### config.mk
export PLATFORM = sky130hd
export DESIGN_NAME = terminal_key_sequence_decoder_flat
export DESIGN_NICKNAME = d
export VERILOG_FILES = /design/src/rtl/tksd_pkg.sv /design/src/rtl/tksd_if.sv /design/src/rtl/tksd_step.sv /design/src/rtl/tksd_core.sv /design/src/rtl/terminal_key_sequence_decoder.sv /design/src/flat_wrapper.sv
export SDC_FILE = /design/constraint.sdc
export NUM_CORES = 1
export LEC_CHECK = 0
export BUFFER_PORTS_ARGS = -buffer_cell sky130_fd_sc_hd__buf_2
export CAP_MARGIN = 20
export CORE_MARGIN = 8
export CORE_UTILIZATION = 55
export CTS_CLUSTER_DIAMETER = 80
export DETAILED_ROUTE_END_ITERATION = 8
export MAX_ROUTING_LAYER = met4
export PLACE_DENSITY = 0.74
export SLEW_MARGIN = 20
export SYNTH_ARGS = -nofsm -noshare
export SYNTH_HDL_FRONTEND = slang
export SYNTH_SLANG_ARGS = --single-unit
### constraint.sdc
create_clock -name clk_i -period 9.9 [get_ports clk_i]
set_input_delay 0 -clock clk_i [delete_from_list [all_inputs] [get_ports clk_i]]
set_output_delay 0 -clock clk_i [all_outputs]
set_load 0.005 [all_outputs]
### src/rtl/tksd_pkg.sv
// Package for the terminal key sequence decoder: types, codes and helper functions.
`timescale 1ns / 1ps
package tksd_pkg;

  localparam int unsigned MaxUtf8Bytes = 6;
  localparam int unsigned ValueW       = 31;

  typedef enum logic [3:0] {
    ST_IDLE     = 4'd0,
    ST_ESC      = 4'd1,
    ST_ESC_ESC  = 4'd2,
    ST_INTRO    = 4'd3,
    ST_DIGIT    = 4'd4,
    ST_TEN      = 4'd5,
    ST_TWENTY   = 4'd6,
    ST_BRACKET2 = 4'd7,
    ST_UTF8     = 4'd8
  } state_e;

  typedef enum logic [2:0] {
    KIND_CHAR    = 3'd0,
    KIND_CODE    = 3'd1,
    KIND_NAMED   = 3'd2,
    KIND_FN      = 3'd3,
    KIND_IGNORED = 3'd4,
    KIND_ERROR   = 3'd5
  } kind_e;

  // named key codes
  localparam logic [ValueW-1:0] NK_ESC       = 31'd0;
  localparam logic [ValueW-1:0] NK_UP        = 31'd1;
  localparam logic [ValueW-1:0] NK_DOWN      = 31'd2;
  localparam logic [ValueW-1:0] NK_RIGHT     = 31'd3;
  localparam logic [ValueW-1:0] NK_LEFT      = 31'd4;
  localparam logic [ValueW-1:0] NK_HOME      = 31'd5;
  localparam logic [ValueW-1:0] NK_END       = 31'd6;
  localparam logic [ValueW-1:0] NK_INSERT    = 31'd7;
  localparam logic [ValueW-1:0] NK_DELETE    = 31'd8;
  localparam logic [ValueW-1:0] NK_PGUP      = 31'd9;
  localparam logic [ValueW-1:0] NK_PGDN      = 31'd10;
  localparam logic [ValueW-1:0] NK_BACKSPACE = 31'd11;
  localparam logic [ValueW-1:0] FN_LAST      = 31'd12;

  // byte codes
  localparam logic [7:0] B_ESC     = 8'h1B;
  localparam logic [7:0] B_DEL     = 8'h7F;
  localparam logic [7:0] B_LBRACK  = 8'h5B;
  localparam logic [7:0] B_O       = 8'h4F;
  localparam logic [7:0] B_TILDE   = 8'h7E;
  localparam logic [7:0] B_LOW_H   = 8'h68;
  localparam logic [7:0] B_LOW_A   = 8'h61;
  localparam logic [7:0] B_LOW_Z   = 8'h7A;
  localparam logic [7:0] B_0       = 8'h30;
  localparam logic [7:0] B_1       = 8'h31;
  localparam logic [7:0] B_2       = 8'h32;
  localparam logic [7:0] B_3       = 8'h33;
  localparam logic [7:0] B_4       = 8'h34;
  localparam logic [7:0] B_5       = 8'h35;
  localparam logic [7:0] B_6       = 8'h36;
  localparam logic [7:0] B_7       = 8'h37;
  localparam logic [7:0] B_8       = 8'h38;
  localparam logic [7:0] B_9       = 8'h39;
  localparam logic [7:0] B_A       = 8'h41;
  localparam logic [7:0] B_B       = 8'h42;
  localparam logic [7:0] B_C       = 8'h43;
  localparam logic [7:0] B_D       = 8'h44;
  localparam logic [7:0] B_E       = 8'h45;
  localparam logic [7:0] B_F       = 8'h46;
  localparam logic [7:0] B_H       = 8'h48;
  localparam logic [7:0] B_P       = 8'h50;
  localparam logic [7:0] B_Q       = 8'h51;
  localparam logic [7:0] B_R       = 8'h52;
  localparam logic [7:0] B_S       = 8'h53;
  localparam logic [7:0] B_FN_BASE = 8'h40;

  typedef struct packed {
    state_e            st;
    logic [7:0]        second_byte;
    logic [7:0]        third_byte;
    logic [ValueW-1:0] acc;
    logic [2:0]        remaining;
    logic [2:0]        seq_len;
    logic              invalid;
  } dec_state_t;

  typedef struct packed {
    kind_e             kind;
    logic [ValueW-1:0] value;
  } key_t;

  function automatic logic [2:0] lead_length(input logic [7:0] b);
    logic [2:0] len;
    len = 3'd1;
    if (b >= 8'hC0 && b <= 8'hDF) len = 3'd2;
    else if (b >= 8'hE0 && b <= 8'hEF) len = 3'd3;
    else if (b >= 8'hF0 && b <= 8'hF7) len = 3'd4;
    else if (b >= 8'hF8 && b <= 8'hFB) len = 3'd5;
    else if (b >= 8'hFC && b <= 8'hFD) len = 3'd6;
    return len;
  endfunction

  // value subtracted from the gathered bits, by sequence length, mod 2^31
  function automatic logic [ValueW-1:0] utf8_offset(input logic [2:0] len);
    logic [31:0] off;
    case (len)
      3'd2:    off = 32'h0000_3080;
      3'd3:    off = 32'h000E_2080;
      3'd4:    off = 32'h03C8_2080;
      3'd5:    off = 32'hFA08_2080;
      3'd6:    off = 32'h8208_2080;
      default: off = 32'h0000_0000;
    endcase
    return off[ValueW-1:0];
  endfunction

endpackage

### src/rtl/tksd_if.sv
// Valid/ready channel interfaces for input bytes and decoded keys.
`timescale 1ns / 1ps
interface tksd_byte_if;
  logic       valid;
  logic       ready;
  logic       op;
  logic [7:0] byte_value;

  modport source (output valid, output op, output byte_value, input ready);
  modport sink (input valid, input op, input byte_value, output ready);
endinterface

interface tksd_key_if;
  logic        valid;
  logic        ready;
  logic [2:0]  key_kind;
  logic [30:0] key_value;

  modport source (output valid, output key_kind, output key_value, input ready);
  modport sink (input valid, input key_kind, input key_value, output ready);
endinterface

### src/rtl/tksd_step.sv
// Next-state and result logic for one input beat.
`timescale 1ns / 1ps
module tksd_step (
  input  tksd_pkg::dec_state_t cur_i,
  input  logic                 op_i,
  input  logic [7:0]           byte_i,
  output tksd_pkg::dec_state_t nxt_o,
  output logic                 res_vld_o,
  output tksd_pkg::key_t       res_o
);
  import tksd_pkg::*;

  logic              tick;
  logic [2:0]        len;
  logic              cont;
  logic [ValueW-1:0] acc_n;
  logic [2:0]        rem_n;
  logic              inv_n;

  assign tick = op_i;
  assign len  = lead_length(byte_i);
  assign cont = (byte_i[7:6] == 2'b10);

  always_comb begin
    acc_n = cur_i.acc;
    if (cont) acc_n = {cur_i.acc[ValueW-7:0], 6'd0} + {23'd0, byte_i};
    rem_n = (cur_i.remaining != 3'd0) ? cur_i.remaining - 3'd1 : cur_i.remaining;
    inv_n = cur_i.invalid | ~cont;
  end

  always_comb begin
    nxt_o     = cur_i;
    res_vld_o = 1'b0;
    res_o     = '{kind: KIND_IGNORED, value: '0};
    case (cur_i.st)
      ST_ESC: begin
        if (tick) begin
          res_vld_o = 1'b1; res_o = '{kind: KIND_NAMED, value: NK_ESC};
        end else if (byte_i >= B_LOW_A && byte_i <= B_LOW_Z) begin
          res_vld_o = 1'b1;
        end else if (byte_i == B_ESC) begin
          nxt_o.st = ST_ESC_ESC;
        end else if (byte_i == B_LBRACK || byte_i == B_O) begin
          nxt_o.second_byte = byte_i;
          nxt_o.st = ST_INTRO;
        end else begin
          res_vld_o = 1'b1;
        end
      end
      ST_ESC_ESC: begin
        if (!tick && (byte_i == B_LBRACK || byte_i == B_O)) begin
          nxt_o.second_byte = byte_i;
          nxt_o.st = ST_INTRO;
        end else begin
          res_vld_o = 1'b1;
        end
      end
      ST_INTRO: begin
        if (tick) begin
          res_vld_o = 1'b1; res_o = '{kind: KIND_NAMED, value: NK_ESC};
        end else if (cur_i.second_byte == B_LBRACK && byte_i >= B_0 && byte_i <= B_9) begin
          nxt_o.third_byte = byte_i;
          nxt_o.st = ST_DIGIT;
        end else if (cur_i.second_byte == B_LBRACK && byte_i == B_LBRACK) begin
          nxt_o.st = ST_BRACKET2;
        end else begin
          res_vld_o = 1'b1;
          case (byte_i)
            B_A: res_o = '{kind: KIND_NAMED, value: NK_UP};
            B_B: res_o = '{kind: KIND_NAMED, value: NK_DOWN};
            B_C: res_o = '{kind: KIND_NAMED, value: NK_RIGHT};
            B_D: res_o = '{kind: KIND_NAMED, value: NK_LEFT};
            B_H: res_o = '{kind: KIND_NAMED, value: NK_HOME};
            B_F: res_o = '{kind: KIND_NAMED, value: NK_END};
            B_P: begin
              if (cur_i.second_byte == B_LBRACK) res_o = '{kind: KIND_NAMED, value: NK_DELETE};
              else res_o = '{kind: KIND_FN, value: 31'd1};
            end
            B_Q: if (cur_i.second_byte != B_LBRACK) res_o = '{kind: KIND_FN, value: 31'd2};
            B_R: if (cur_i.second_byte != B_LBRACK) res_o = '{kind: KIND_FN, value: 31'd3};
            B_S: if (cur_i.second_byte != B_LBRACK) res_o = '{kind: KIND_FN, value: 31'd4};
            default: res_o = '{kind: KIND_IGNORED, value: '0};
          endcase
        end
      end
      ST_DIGIT: begin
        if (tick) begin
          res_vld_o = 1'b1; res_o = '{kind: KIND_NAMED, value: NK_ESC};
        end else if (byte_i == B_TILDE) begin
          res_vld_o = 1'b1;
          case (cur_i.third_byte)
            B_1, B_7: res_o = '{kind: KIND_NAMED, value: NK_HOME};
            B_2:      res_o = '{kind: KIND_NAMED, value: NK_INSERT};
            B_3:      res_o = '{kind: KIND_NAMED, value: NK_DELETE};
            B_4, B_8: res_o = '{kind: KIND_NAMED, value: NK_END};
            B_5:      res_o = '{kind: KIND_NAMED, value: NK_PGUP};
            B_6:      res_o = '{kind: KIND_NAMED, value: NK_PGDN};
            default:  res_o = '{kind: KIND_IGNORED, value: '0};
          endcase
        end else if (cur_i.third_byte == B_1 || cur_i.third_byte == B_2) begin
          nxt_o.st = (cur_i.third_byte == B_1) ? ST_TEN : ST_TWENTY;
          nxt_o.third_byte = byte_i;
        end else begin
          res_vld_o = 1'b1;
          if (byte_i == B_LOW_H) res_o = '{kind: KIND_NAMED, value: NK_INSERT};
        end
      end
      ST_TEN: begin
        res_vld_o = 1'b1;
        if (tick) res_o = '{kind: KIND_NAMED, value: NK_ESC};
        else begin
          case (cur_i.third_byte)
            B_1:     res_o = '{kind: KIND_FN, value: 31'd1};
            B_2:     res_o = '{kind: KIND_FN, value: 31'd2};
            B_3:     res_o = '{kind: KIND_FN, value: 31'd3};
            B_4:     res_o = '{kind: KIND_FN, value: 31'd4};
            B_5:     res_o = '{kind: KIND_FN, value: 31'd5};
            B_7:     res_o = '{kind: KIND_FN, value: 31'd6};
            B_8:     res_o = '{kind: KIND_FN, value: 31'd7};
            B_9:     res_o = '{kind: KIND_FN, value: 31'd8};
            default: res_o = '{kind: KIND_IGNORED, value: '0};
          endcase
        end
      end
      ST_TWENTY: begin
        res_vld_o = 1'b1;
        if (tick) res_o = '{kind: KIND_NAMED, value: NK_ESC};
        else begin
          case (cur_i.third_byte)
            B_0:     res_o = '{kind: KIND_FN, value: 31'd9};
            B_1:     res_o = '{kind: KIND_FN, value: 31'd10};
            B_3:     res_o = '{kind: KIND_FN, value: 31'd11};
            B_4:     res_o = '{kind: KIND_FN, value: 31'd12};
            default: res_o = '{kind: KIND_IGNORED, value: '0};
          endcase
        end
      end
      ST_BRACKET2: begin
        res_vld_o = 1'b1;
        if (tick) res_o = '{kind: KIND_NAMED, value: NK_ESC};
        else if (byte_i >= B_A && byte_i <= B_E)
          res_o = '{kind: KIND_FN, value: {23'd0, byte_i - B_FN_BASE}};
      end
      ST_UTF8: begin
        if (tick) begin
          res_vld_o = 1'b1; res_o = '{kind: KIND_ERROR, value: '0};
        end else begin
          nxt_o.acc       = acc_n;
          nxt_o.invalid   = inv_n;
          nxt_o.remaining = rem_n;
          if (rem_n == 3'd0) begin
            res_vld_o = 1'b1;
            if (inv_n || cur_i.seq_len == 3'd0 || cur_i.seq_len == 3'd7)
              res_o = '{kind: KIND_ERROR, value: '0};
            else
              res_o = '{kind: KIND_CODE, value: acc_n - utf8_offset(cur_i.seq_len)};
          end
        end
      end
      default: begin
        nxt_o.st = ST_IDLE;
        if (!tick) begin
          if (byte_i == B_ESC) begin
            nxt_o.st = ST_ESC;
          end else if (byte_i[7]) begin
            if (32'(len) > MaxUtf8Bytes) begin
              res_vld_o = 1'b1; res_o = '{kind: KIND_ERROR, value: '0};
            end else if (len == 3'd1) begin
              res_vld_o = 1'b1; res_o = '{kind: KIND_CODE, value: {23'd0, byte_i}};
            end else begin
              nxt_o.acc       = {23'd0, byte_i};
              nxt_o.remaining = len - 3'd1;
              nxt_o.seq_len   = len;
              nxt_o.invalid   = 1'b0;
              nxt_o.st        = ST_UTF8;
            end
          end else if (byte_i == B_DEL) begin
            res_vld_o = 1'b1; res_o = '{kind: KIND_NAMED, value: NK_BACKSPACE};
          end else begin
            res_vld_o = 1'b1; res_o = '{kind: KIND_CHAR, value: {23'd0, byte_i}};
          end
        end
      end
    endcase
    // any result ends the sequence
    if (res_vld_o) nxt_o.st = ST_IDLE;
  end

endmodule

### src/rtl/tksd_core.sv
// Parser state registers, advanced once per decoded beat.
`timescale 1ns / 1ps
module tksd_core (
  input  logic           clk_i,
  input  logic           rst_ni,
  input  logic           en_i,
  input  logic           op_i,
  input  logic [7:0]     byte_i,
  output logic           res_vld_o,
  output tksd_pkg::key_t res_o
);
  import tksd_pkg::*;

  dec_state_t state_q;
  dec_state_t state_d;

  tksd_step u_step (
    .cur_i     (state_q),
    .op_i      (op_i),
    .byte_i    (byte_i),
    .nxt_o     (state_d),
    .res_vld_o (res_vld_o),
    .res_o     (res_o)
  );

  always_ff @(posedge clk_i or negedge rst_ni) begin
    if (!rst_ni) begin
      state_q <= '{st: ST_IDLE, second_byte: '0, third_byte: '0, acc: '0,
                   remaining: '0, seq_len: '0, invalid: 1'b0};
    end else if (en_i) begin
      state_q <= state_d;
    end
  end

endmodule

### src/rtl/terminal_key_sequence_decoder.sv
// Top level of the terminal key sequence decoder: input stage, parser, result register.
//
//   channel  dir  payload                    beat taken when
//   in_i     in   op, byte_value             in_i.valid && in_i.ready
//   out_o    out  key_kind, key_value        out_o.valid && out_o.ready
//
// One beat per cycle sustained while out_o is not stalled.
// The input register feeds the parser, which writes the result register.
// Beats that close no key (mid-sequence bytes, idle timeouts) give no result.
// Reset puts the parser in idle and empties both stages.
// A stalled result holds the parser; the input stage then fills and drops ready.
`timescale 1ns / 1ps
module terminal_key_sequence_decoder (
  input  logic       clk_i,
  input  logic       rst_ni,
  tksd_byte_if.sink  in_i,
  tksd_key_if.source out_o
);
  import tksd_pkg::*;

  logic       in_vld_q;
  logic       in_op_q;
  logic [7:0] in_byte_q;
  logic       out_vld_q;
  key_t       out_q;
  logic       adv;
  logic       res_vld;
  key_t       res;

  assign adv        = in_vld_q && (!out_vld_q || out_o.ready);
  assign in_i.ready = !in_vld_q || adv;

  always_ff @(posedge clk_i or negedge rst_ni) begin
    if (!rst_ni) begin
      in_vld_q <= 1'b0;
    end else if (in_i.ready) begin
      in_vld_q <= in_i.valid;
    end
  end

  always_ff @(posedge clk_i) begin
    if (in_i.ready && in_i.valid) begin
      in_op_q   <= in_i.op;
      in_byte_q <= in_i.byte_value;
    end
  end

  tksd_core u_core (
    .clk_i     (clk_i),
    .rst_ni    (rst_ni),
    .en_i      (adv),
    .op_i      (in_op_q),
    .byte_i    (in_byte_q),
    .res_vld_o (res_vld),
    .res_o     (res)
  );

  always_ff @(posedge clk_i or negedge rst_ni) begin
    if (!rst_ni) begin
      out_vld_q <= 1'b0;
    end else if (adv) begin
      out_vld_q <= res_vld;
    end else if (out_o.ready) begin
      out_vld_q <= 1'b0;
    end
  end

  always_ff @(posedge clk_i) begin
    if (adv && res_vld) begin
      out_q <= res;
    end
  end

  assign out_o.valid     = out_vld_q;
  assign out_o.key_kind  = out_q.kind;
  assign out_o.key_value = out_q.value;

  a_stall_keeps_input: assert property (@(posedge clk_i) disable iff (!rst_ni)
    in_vld_q && !adv |=> in_vld_q && $stable(in_byte_q) && $stable(in_op_q))
    else $error("pending input beat lost while stalled");

  a_empty_value_zero: assert property (@(posedge clk_i) disable iff (!rst_ni)
    out_vld_q && (out_q.kind == KIND_IGNORED || out_q.kind == KIND_ERROR)
      |-> out_q.value == '0)
    else $error("ignored or error result with nonzero value");

  a_fn_range: assert property (@(posedge clk_i) disable iff (!rst_ni)
    out_vld_q && out_q.kind == KIND_FN |-> out_q.value != '0 && out_q.value <= FN_LAST)
    else $error("function key number out of range");

  a_named_range: assert property (@(posedge clk_i) disable iff (!rst_ni)
    out_vld_q && out_q.kind == KIND_NAMED |-> out_q.value <= NK_BACKSPACE)
    else $error("named key code out of range");

  a_char_ascii: assert property (@(posedge clk_i) disable iff (!rst_ni)
    out_vld_q && out_q.kind == KIND_CHAR |-> out_q.value < 31'd128 &&
      out_q.value != {23'd0, B_ESC} && out_q.value != {23'd0, B_DEL})
    else $error("plain char outside seven-bit range");

endmodule

### src/flat_wrapper.sv
// flat-port wrapper written by rule: the top's interface ports become plain ports
module terminal_key_sequence_decoder_flat import tksd_pkg::*;
  (clk_i, rst_ni, in_i_valid, in_i_op, in_i_byte_value, in_i_ready, out_o_valid, out_o_key_kind, out_o_key_value, out_o_ready);
  tksd_byte_if in_i_i ();
  tksd_key_if out_o_i ();
  input  logic clk_i;
  input  logic rst_ni;
  input wire logic [$bits(in_i_i.valid)-1:0] in_i_valid;
  input wire logic [$bits(in_i_i.op)-1:0] in_i_op;
  input wire logic [$bits(in_i_i.byte_value)-1:0] in_i_byte_value;
  output wire logic [$bits(in_i_i.ready)-1:0] in_i_ready;
  output wire logic [$bits(out_o_i.valid)-1:0] out_o_valid;
  output wire logic [$bits(out_o_i.key_kind)-1:0] out_o_key_kind;
  output wire logic [$bits(out_o_i.key_value)-1:0] out_o_key_value;
  input wire logic [$bits(out_o_i.ready)-1:0] out_o_ready;
  assign in_i_i.valid = in_i_valid;
  assign in_i_i.op = in_i_op;
  assign in_i_i.byte_value = in_i_byte_value;
  assign in_i_ready = in_i_i.ready;
  assign out_o_valid = out_o_i.valid;
  assign out_o_key_kind = out_o_i.key_kind;
  assign out_o_key_value = out_o_i.key_value;
  assign out_o_i.ready = out_o_ready;
  terminal_key_sequence_decoder u_core (.clk_i(clk_i), .rst_ni(rst_ni), .in_i(in_i_i), .out_o(out_o_i));
endmodule
=== Word-level counts from Yosys, hierarchy flattened ===
Index checks and enable logic that the tools add are counted.

* Register bits after elaboration: 103
* Input port bits: 13
* Output and inout port bits: 36
* Word-level logic and storage cells: 250

* Add/sub/neg operators: 5
* Magnitude comparators: 17
* Eq/ne operators: 67
* Muxes and demuxes: 99
* Bitwise operators: 8
* Reductions and logical operators: 41

{| class="wikitable"
|+ Operators by type and width
! cell !! count
|-
| $mux W34 || 24
|-
| $pmux W34 S8 || 2
|-
| $pmux W34 S10 || 1
|-
| $pmux W34 S6 || 1
|-
| $mux W38 || 5
|-
| $mux W31 || 5
|-
| $pmux W31 S5 || 1
|-
| $pmux W34 S4 || 1
|-
| $eq A8 B7 Y1 const B || 16
|-
| $eq A8 B6 Y1 const B || 10
|-
| $pmux W34 S2 || 1
|-
| $mux W4 || 13
|-
| $mux W12 || 4
|-
| $mux W8 || 6
|-
| $ge A8 B8 Y1 const B || 5
|-
| $le A8 B8 Y1 const B || 5
|-
| $mux W33 || 1
|-
| $mux W32 || 1
|-
| $pmux W8 S2 || 2
|-
| $add A31 B8 Y31 || 1
|-
| $sub A31 B31 Y31 || 1
|-
| $reduce_and A7 Y1 || 4
|-
| $mux W1 || 21
|-
| $pmux W4 S5 || 1
|-
| other kinds (41) || 105
|}

=== Logic depth before layout (Yosys ltp) ===
Gate-level depths: netlist of the first run.

* Word-level depth: 16
* Depth in mapped cells: 17
* Gate-level depth less buffers: 16

=== Hierarchy ===
From an unflattened synthesis of the first run, not the netlist that was laid out.

* Cell total of the unflattened synthesis: 901
* Area total of the unflattened synthesis: 7996.4 µm²

{| class="wikitable"
|+ By module, submodules not included
! module !! instances !! cells each !! area each (µm²) !! sequential area each (µm²)
|-
| tksd_step || 1 || 726 || 4367.9 || 0.0
|-
| tksd_core || 1 || 122 || 2228.4 || 1451.4
|-
| terminal_key_sequence_decoder || 1 || 53 || 1400.1 || 1341.3
|}

=== Worst setup path after synthesis of the first run ===
OpenSTA, ideal clock, no wires.

* Path kind: reg2reg
* Start point: register u_core.in_byte_q[7]
* End point: register u_core.u_core.state_q[57] (netlist bit)
* Setup time: 121 ps
* Data arrival time: 4505 ps
* Data required time: 9779 ps
* Path slack: 5274 ps
* Cell stages (with the launch flop): 15
* Buffers on the path: 2
* Clock period less this slack: 4626 ps
* Cell sequence: edfxtp_1 clkbuf_1 inv_1 ha_1 clkbuf_1 nand3_1 or2_2 or3b_2 nand2_1 a21boi_1 or3b_1 a211oi_2 nor2_1 nor2_1 a22o_1

* Cells in the longest elaborated chain, start to end: 16
* Elaborated cells between the ends (all ways): 75
* Classes of those cells: 15 x order compare; 15 x eq/ne; 33 x mux; 12 x reduce/logical

{| class="wikitable"
|+ RTL lines
! element !! RTL line !! RTL
|-
| start: declaration || terminal_key_sequence_decoder.sv:23 || <nowiki>logic [7:0] in_byte_q;</nowiki>
|-
| start signal: assignment || terminal_key_sequence_decoder.sv:44 || <nowiki>in_byte_q <= in_i.byte_value;</nowiki>
|-
| parallel branches: the longest is 16 deep, another holds $ge A8 B8 Y1 || -- ||
|-
| end signal: assignment || tksd_core.sv:28 || <nowiki>state_q <= '{st: ST_IDLE, second_byte: '0, third_byte: '0, acc: '0,</nowiki>
|-
| end signal: assignment || tksd_core.sv:31 || <nowiki>state_q <= state_d;</nowiki>
|-
| end: declaration || tksd_core.sv:14 || <nowiki>dec_state_t state_q;</nowiki>
|}

Several ways; the timed one is not identified. The select of a mux whose other input is x is not followed.
A chain may end at the register's enable or synchronous reset.

==> out/results.txt, run 1 <==
Status -> finished, final reports clean
Max Slew Vio Count -> 0
Layout cells sized above 1 -> 14.6%
Vias in the first global route -> 6058
CORE AREA -> 0.0130 sq mm
CP required -> 10.00 ns
Minimum clock period -> 4.56 ns
Critical path fanouts, max -> 49
Die W -> 130 um
Setup TNS -> 0 ns
Non-Filler Instances -> 1026
Leak pwr -> 0.00320 uW
HPWL after DPL -> 14300 um
Num CTS Buffers -> 9
Area of the die -> 0.0170 sq mm
HP Start -> out_o_ready
Bufs on Longest Clock Path -> 2
Initial DRT Pass Iterations -> 5
Power Density -> 285 mW/mm^2
EDFF count, synth -> 43
Worst skew pair latency -> 0.36 ns
Peak supply drop -> 0.127 mV
Post-synth ARST share -> 58.3%
CTS H-tree lvls -> 3
Ant. Diodes -> 0
Final setup fails -> 0
Synth Flop Type -> dfrtp_1
Remaining Overflow, GRT -> 0
Met3 Use GR -> 4.06%
Synth area leader -> dfrtp_1
Initial core utilization -> 55.2%
Final Hold Vio Count -> 0
Setup Skew -> 0.00867 ns
Area share of the largest cell type after synthesis -> 20.9%
Fin util -> 61.6%
Post-CTS Setup Bufs -> 0
Syn avg cell area -> 8.93 sq um
Post-Synthesis Cells -> 806
Worst Max-Slew Pin Slew -> 1.03 ns
Routed WL -> 19400 um
DRT antenna net count -> 0
Slew headroom -> 31.1%
Layout Nets -> 885
Worst setup path start -> u_core.in_byte_q[7]
Clock sinks -> 103
GRT Total Usage -> 24.2%
Largest net degree at the start of global routing -> 61
CTS Hold Bufs -> 12
Initial antenna violation count -> 0
Via Count -> 6331
Gr busiest metal -> met2
Root Driver -> clkbuf_16
Count of cell types in the netlist -> 88
Syn Std Cell Area -> 0.00720 sq mm
First-pass GRT wire length -> 31200 um
Flop and latch count out of synthesis -> 103
Synthesized Nets -> 846
Crit path capture type -> flip-flop
Reg-to-Reg Start -> u_core.in_byte_q[7]
Peak Freq -> 219 MHz
Min-delay worst type -> input pin to flip-flop
DR DRC count -> 0
Met2 usage -> 40.8%
Setup CP Type -> flip-flop to flip-flop
Site Rows -> 42
Final Cycle Share -> 46.1%
Unrepaired setup endpoints after global routing -> no
Placed cell count -> 997
CP startpoint kind -> flip-flop
Post-synthesis sequential area ratio -> 38.8%
Maxcap violations -> 0
CTS tree -> done
Worst-path clk slew -> 0.07 ns
Critical Path AT -> 4.66 ns
Port bufs -> 48
DR WL/cell -> 18.9 um
# IOs -> 49
Met1 Use GR -> 28.6%
Syn-to-layout area delta -> 11.6%
Iteration-0 DRC Markers -> 562
Vias per cell -> 6.17
DIE HEIGHT -> 130 um
Syn. warnings -> 0
Gp weighted congestion -> 0.957
Post-cts sizing count -> 0
Synth top area cells -> dfrtp_1 21%, edfxtp_1 18%, nor2_1 5.0%
-- path summary, 6_finish.rpt --
check / end / slack (ns) / cells after the start
max in group asynchronous: u_core.u_core.state_q[57] / 9.04 / 3
max: u_core.out_o.key_value[25] / 5.34 / 12
min reg2reg: u_core.u_core.state_q[46] / 0.47 / 1
min in group asynchronous: u_core.u_core.state_q[49] / 0.33 / 3
min: u_core.out_o.valid / 0.09 / 3
max reg2reg: u_core.out_o.key_value[25] / 5.34 / 12
-- worst max-delay path, cell delays in order (launching register included) --
cell and delay (ns):
edfxtp_1 0.67, ha_2 0.94, mux2i_1 0.36, ha_1 0.24, ha_1 0.17, nor4b_1 0.42, nand4b_1 0.18, a21oi_1 0.26
nand2_1 0.18, a221oi_1 0.47, a21oi_1 0.16, xnor2_1 0.16, nor2_1 0.07
-- state kept, by name, indices dropped and copies added, names as in the netlist --
signal / flops
u_core.u_core.state_q: 58
u_core.out_o.key_value: 31
u_core.in_byte_q: 8
u_core.out_o.key_kind: 3
u_core.in_op_q: 1
u_core.in_vld_q: 1
u_core.out_o.valid: 1
-- layer usage --
layer / wire length (um) / up-vias
li1: - / 3004
met1: 8190 / 3081
met2: 9750 / 214
met3: 1040 / 32
met4: 453 / 0
met5: 0 / -
-- layout by cell type, fill, tap and decap left out, types with 9 or more instances in the layout --
| cell | instances |
|---|---|
| dfrtp_1 | 60 |
| o22ai_1 | 10 |
| buf_2 | 48 |
| nand2_1 | 94 |
| xor2_1 | 20 |
| nor2b_1 | 12 |
| mux2_2 | 16 |
| nor3_1 | 21 |
| nand3_1 | 17 |
| dlygate4sd3_1 | 12 |
| clkbuf_16 | 11 |
| mux2i_1 | 11 |
| nor2_1 | 94 |
| nand2b_1 | 17 |
| a21oi_1 | 51 |
| xnor2_1 | 25 |
| o21ai_0 | 51 |
| inv_1 | 21 |
| and3_1 | 9 |
| edfxtp_1 | 43 |
| ha_1 | 25 |
| nand3b_1 | 9 |
-- where the power goes --
part	switching [uW]	leakage (uW)	internal, uW
clock network	160	0.000156	208
registers	175	0.00122	617
logic	644	0.00183	486
-- Yosys cell counts (3+ instances only) --
cell type   n
and3_1      9
mux2_2     16
ha_1       26
o2bb2ai_1   8
a21oi_2     3
and4_1      4
and2_1      5
a32oi_1     3
or3b_2      3
nor4_4      3
inv_1      21
o21ai_0    51
o211ai_1    3
a22o_1      3
nand3_1    17
o31ai_1     8
nor4_1      4
nand3b_1    9
a211oi_1    6
nor4b_1     4
xnor2_1    25
nand2b_1   17
nor3_1     22
a21oi_1    51
nor2b_1    12
xor2_1     20
edfxtp_1   43
a221oi_1    3
mux2i_1    11
nor2_1     95
o22ai_1    10
nand2_1    94
dfrtp_1    60
or2_2       5
a21o_1      8
buf_1       4
nor3b_1     3
clkbuf_1   34
o32ai_1     4
o21a_1      5
or3_1       5
a31oi_1     7
a22oi_1     3
nand4_1     6
-- cell families (layout without fill, tap and decap cells) --
logic type	count (synthesis)	in the layout	synth area share (%)
adders and majority gates	27	27	4.80
AOI/OAI and AO/OA	207	207	19.4
DFF	103	103	38.8
muxes	27	27	4.03
buffers and inverters	62	106	3.27
xor gates and xnor gates	45	45	5.48
and+or+nand+nor	335	335	24.2
-- per-stage QoR --
stage / instance area [sq um] / power (uW) / hold WS, ns / worst slack, ns
floorplan: 7200 / 1580 / -0.296 / 5.27
global placement: 7570 / 1880 / 0.179 / 5.58
detailed placement: 7570 / 1900 / 0.179 / 5.44
CTS: 8010 / 2270 / 0.0665 / 5.40
global route: 8030 / 2450 / 0.117 / 5.01
finish: 8030 / 2290 / 0.0941 / 5.34
-- layout make-up --
class,instances,area (sq um)
fill,1172,5000
sequential,103,2790
timing repair buffer,68,440
tap,176,220
inverter,22,82.6
clock buffer,13,293
clock inverter,3,20.0
multi-input combinational,641,4190
(Power assumes the default switching activity.)
==> inputs of run 2 (changes only) <==
- ABC_AREA: unset -> 1
- PLACE_DENSITY: 0.74 -> 0.76
- clock period: 9.9 -> 3.7 ns (I/O delays scaled with it)
==> run 2 against run 1 <==
Net effect: routed wire length rose by 13%; register-to-register slack got worse by 5.1 ns; synthesized cell count increased by 33%; setup slack lost 5.1 ns; global-route usage increased by 1.6 points; fmax up 31%; cell count increased by 29%; die area increased by 5.0%; hold slack improved by 0.11 ns; sequential power rose by 110%; combinational power is 120% higher.
==> out/results.txt, run 2 <==
Flop and latch count out of synthesis -> 103 (unchanged)
Site Rows -> 43 (was 42)
CTS tree -> done (unchanged)
First-pass GRT wire length -> 35800 um (was 31200 um)
Design Area, Final -> 0.00856 sq mm (was 0.00803 sq mm)
Worst-path clk slew -> 0.08 ns (was 0.07 ns)
Min-delay worst type -> input pin to async pin (was input pin to flip-flop)
Area post-placement -> 0.00809 sq mm (was 0.00757 sq mm)
CP required -> 3.83 ns (was 10.00 ns)
Leak pwr -> 0.00404 uW (was 0.00320 uW)
Ant. Diodes -> 0 (unchanged)
Final Cycle Share -> 94.3% (was 46.1%)
Crit path capture type -> flip-flop (unchanged)
Largest register FFs -> 58 (unchanged)
Layout cells sized above 1 -> 12.9% (was 14.6%)
Commonest non-fill, non-tap cells in the layout -> 269 x nand2_1, 143 x inv_1, 118 x nor2_1, 82 x o21ai_0, 70 x nand3_1 (was 94 x nor2_1, 94 x nand2_1, 60 x dfrtp_1, 51 x a21oi_1, 51 x o21ai_0)
Vias in the first global route -> 7243 (was 6058)
Synthesized Nets -> 1111 (was 846)
R2R Setup Slk -> 0.21 ns (was 5.34 ns)
Root Driver -> clkbuf_16 (unchanged)
Final Hold Vio Count -> 0 (unchanged)
Met3 Use GR -> 3.28% (was 4.06%)
HPWL after DPL -> 16900 um (was 14300 um)
Routed WL -> 22000 um (was 19400 um)
Gr busiest metal -> met2 (unchanged)
Synth top area cells -> dfrtp_1 20%, edfxtp_1 17%, nand2_1 13% (was dfrtp_1 21%, edfxtp_1 18%, nor2_1 5.0%)
Status -> finished, final reports clean (unchanged)
Initial core utilization -> 55.4% (was 55.2%)
Commonest non-fill, non-tap cell in the layout -> nand2_1
Syn avg cell area -> 7.10 sq um (was 8.93 sq um)
Worst setup path start -> u_core.in_byte_q[6] (was u_core.in_byte_q[7])
Worst Max-Slew Pin Slew -> 0.673 ns (was 1.03 ns)
GRT Total Usage -> 25.8% (was 24.2%)
DIE HEIGHT -> 134 um (was 130 um)
Syn. warnings -> 0 (unchanged)
Synth area leader -> dfrtp_1 (unchanged)
Port bufs -> 48 (unchanged)
Critical path fanouts, max -> 7 (was 49)
Register-to-Register Path Depth -> 17 (was 12)
Setup Slack @ Placement -> 0.246 ns (was 5.44 ns)
Critical-path cell with the highest stage delay -> edfxtp_1 (was ha_2)
Initial DRT Pass Iterations -> 5 (unchanged)
Power Density -> 604 mW/mm^2 (was 285 mW/mm^2)
Met2 usage -> 44.4% (was 40.8%)
Die W -> 134 um (was 130 um)
CTS H-tree lvls -> 3 (unchanged)
Reg-to-Reg Start -> u_core.in_byte_q[6] (was u_core.in_byte_q[7])
Setup CP Type -> flip-flop to flip-flop (unchanged)
Met1 Use GR -> 29.0% (was 28.6%)
# IOs -> 49 (unchanged)
Non-Filler Instances -> 1326 (was 1026)
Synth Flop Type -> dfrtp_1 (unchanged)
CP dominant cell by count -> nand2_1
Num CTS Buffers -> 9 (unchanged)
Post-synthesis sequential area ratio -> 36.7% (was 38.8%)
EDFF count, synth -> 43 (unchanged)
Post-synth ARST share -> 58.3% (unchanged)
Count of cell types in the netlist -> 57 (was 88)
Worst setup margin -> 0.211 ns (was 5.34 ns)
Crit path cell chain -> ha_1 -> fa_1 -> nand2_1 -> nor2_4 -> nand3_2 -> o21ai_0 -> a31oi_1 -> ha_1 -> a21oi_1 -> or2_2 -> nand2_1 -> nor2_2 -> nand2_2 -> nand2_1 -> nand2_1 -> nor2_1 -> nor2_1 (was ha_2 -> mux2i_1 -> ha_1 -> ha_1 -> nor4b_1 -> nand4b_1 -> a21oi_1 -> nand2_1 -> a221oi_1 -> a21oi_1 -> xnor2_1 -> nor2_1)
Remaining Overflow, GRT -> 0 (unchanged)
CP peak stage delay -> 0.50 ns (was 0.94 ns)
Placed cell count -> 1294 (was 997)
CORE AREA -> 0.0137 sq mm (was 0.0130 sq mm)
Syn Std Cell Area -> 0.00761 sq mm (was 0.00720 sq mm)
Max Slew Vio Count -> 0 (unchanged)
Maxcap violations -> 0 (unchanged)
Final setup fails -> 0 (unchanged)
Initial antenna violation count -> 0 (unchanged)
Vias per cell -> 5.66 (was 6.17)
DRT antenna net count -> 0 (unchanged)
Gp weighted congestion -> 1.00 (was 0.957)
Largest net degree at the start of global routing -> 36 (was 61)
Most flops, register -> u_core.u_core.state_q (unchanged)
Post-Synthesis Cells -> 1071 (was 806)
Iteration-0 DRC Markers -> 631 (was 562)
Setup Skew -> 0.00870 ns (was 0.00867 ns)
Area share of the largest cell type after synthesis -> 19.7% (was 20.9%)
Hold slack -> 0.200 ns (was 0.0941 ns)
Worst skew pair latency -> 0.37 ns (was 0.36 ns)
Peak Freq -> 287 MHz (was 219 MHz)
Most instantiated cells after synthesis -> 269 x nand2_1, 143 x inv_1, 118 x nor2_1 (was 95 x nor2_1, 94 x nand2_1, 60 x dfrtp_1)
Area of the die -> 0.0178 sq mm (was 0.0170 sq mm)
Minimum clock period -> 3.49 ns (was 4.56 ns)
Critical Path AT -> 3.62 ns (was 4.66 ns)
Peak supply drop -> 0.251 mV (was 0.127 mV)
Clock sinks -> 103 (unchanged)
Syn-to-layout area delta -> 12.6% (was 11.6%)
Layout Nets -> 1181 (was 885)
CP startpoint kind -> flip-flop (unchanged)
Via Count -> 7500 (was 6331)
Setup TNS -> 0 ns (unchanged)
Slew headroom -> 55.2% (was 31.1%)
RR Endpoint -> u_core.out_o.key_value[25] (unchanged)
DR WL/cell -> 16.6 um (was 18.9 um)
Dominant cell by count in the synthesized netlist -> nand2_1 (was nor2_1)
DR DRC count -> 0 (unchanged)
Bufs on Longest Clock Path -> 2 (unchanged)
## run 2: cell count changes after synthesis, moves of 11 or more
cell,change
clkbuf_1,-27
inv_2,+11
nor2_1,+23
nand2_1,+175
xnor2_1,-24
nand4_1,+14
mux2_2,-16
inv_1,+122
nand2b_1,-17
nand2_2,+15
nand3_1,+53
nor2b_1,-12
o21ai_0,+31
## run 2: worst max path at each step
stage,to,slack (ns),cells after the start
3_5_place_dp,u_core.out_o.key_value[30],0.25,18
2_1_floorplan,u_core.out_o.key_value[29],0.57,17
6_report,u_core.out_o.key_value[25],0.21,17
3_3_place_gp,u_core.out_o.key_value[30],0.33,18
5_1_grt,u_core.out_o.key_value[30],-0.0003,18
4_1_cts,u_core.out_o.key_value[30],0.22,18
## run 2: what timing repair did
action / 4_1_cts / 5_1_grt
hold endpoints to repair: 38 / 0
endpoints found under the setup margin: 0 / 1
gates resized for setup: 0 / 1
hold buffers: 13 / 0
setup buffers: 0 / 3
## run 2: per-stage QoR
step | util [%] | total power (uW)
after detailed placement | 59.0 | 4090
after CTS | 62.2 | 5140
final | 62.4 | 5170
after global placement | 59.0 | 4050
after global routing | 62.4 | 5590
after floorplan | - | 3440
## run 2: per-layer routing
layer | routed length (um) | up-vias | share of wire [%]
li1 | - | 3685 | -
met1 | 9010 | 3503 | 41
met2 | 11000 | 255 | 50
met3 | 1110 | 57 | 5.0
met4 | 877 | 0 | 4.0
met5 | 0 | - | 0
## run 2: where the power goes
part / leakage (uW) / internal, uW / total (uW) / switching [uW]
Combinational: 0.00268 / 845 / 2500 / 1660
Sequential: 0.00121 / 1430 / 1640 / 207
Clock: 0.000153 / 547 / 1030 / 482
Total: 0.00404 / 2820 / 5170 / 2350
## run 2: cell families (layout without fill, tap and decap cells)
logic type      Yosys count  in the layout  share of synthesized area [%]
simple gates            556            556                           33.0
xor+xnor                 13             13                           1.50
fa+ha+maj                27             27                           4.54
mux                       2              2                          0.263
flops                   103            103                           36.7
buf+inv                 178            253                           9.29
compound gates          192            192                           14.7
## run 2: critical path, delay by kind of cell (launching register included)
family	cells	cell delay, ns
DFF	1	0.50
AOI/OAI and AO/OA	3	0.64
and+or+nand+nor	11	1.12
adders and majority gates	3	0.99
## run 2: cell type report
type / count / area, sq um
Tap cell: 180 / 225
Clock inverter: 5 / 42.5
Timing Repair Buffer: 80 / 526
Clock buffer: 11 / 275
Multi-Input combinational cell: 790 / 4110
Inverter: 157 / 592
Sequential cell: 103 / 2790
Fill cell: 1299 / 5150
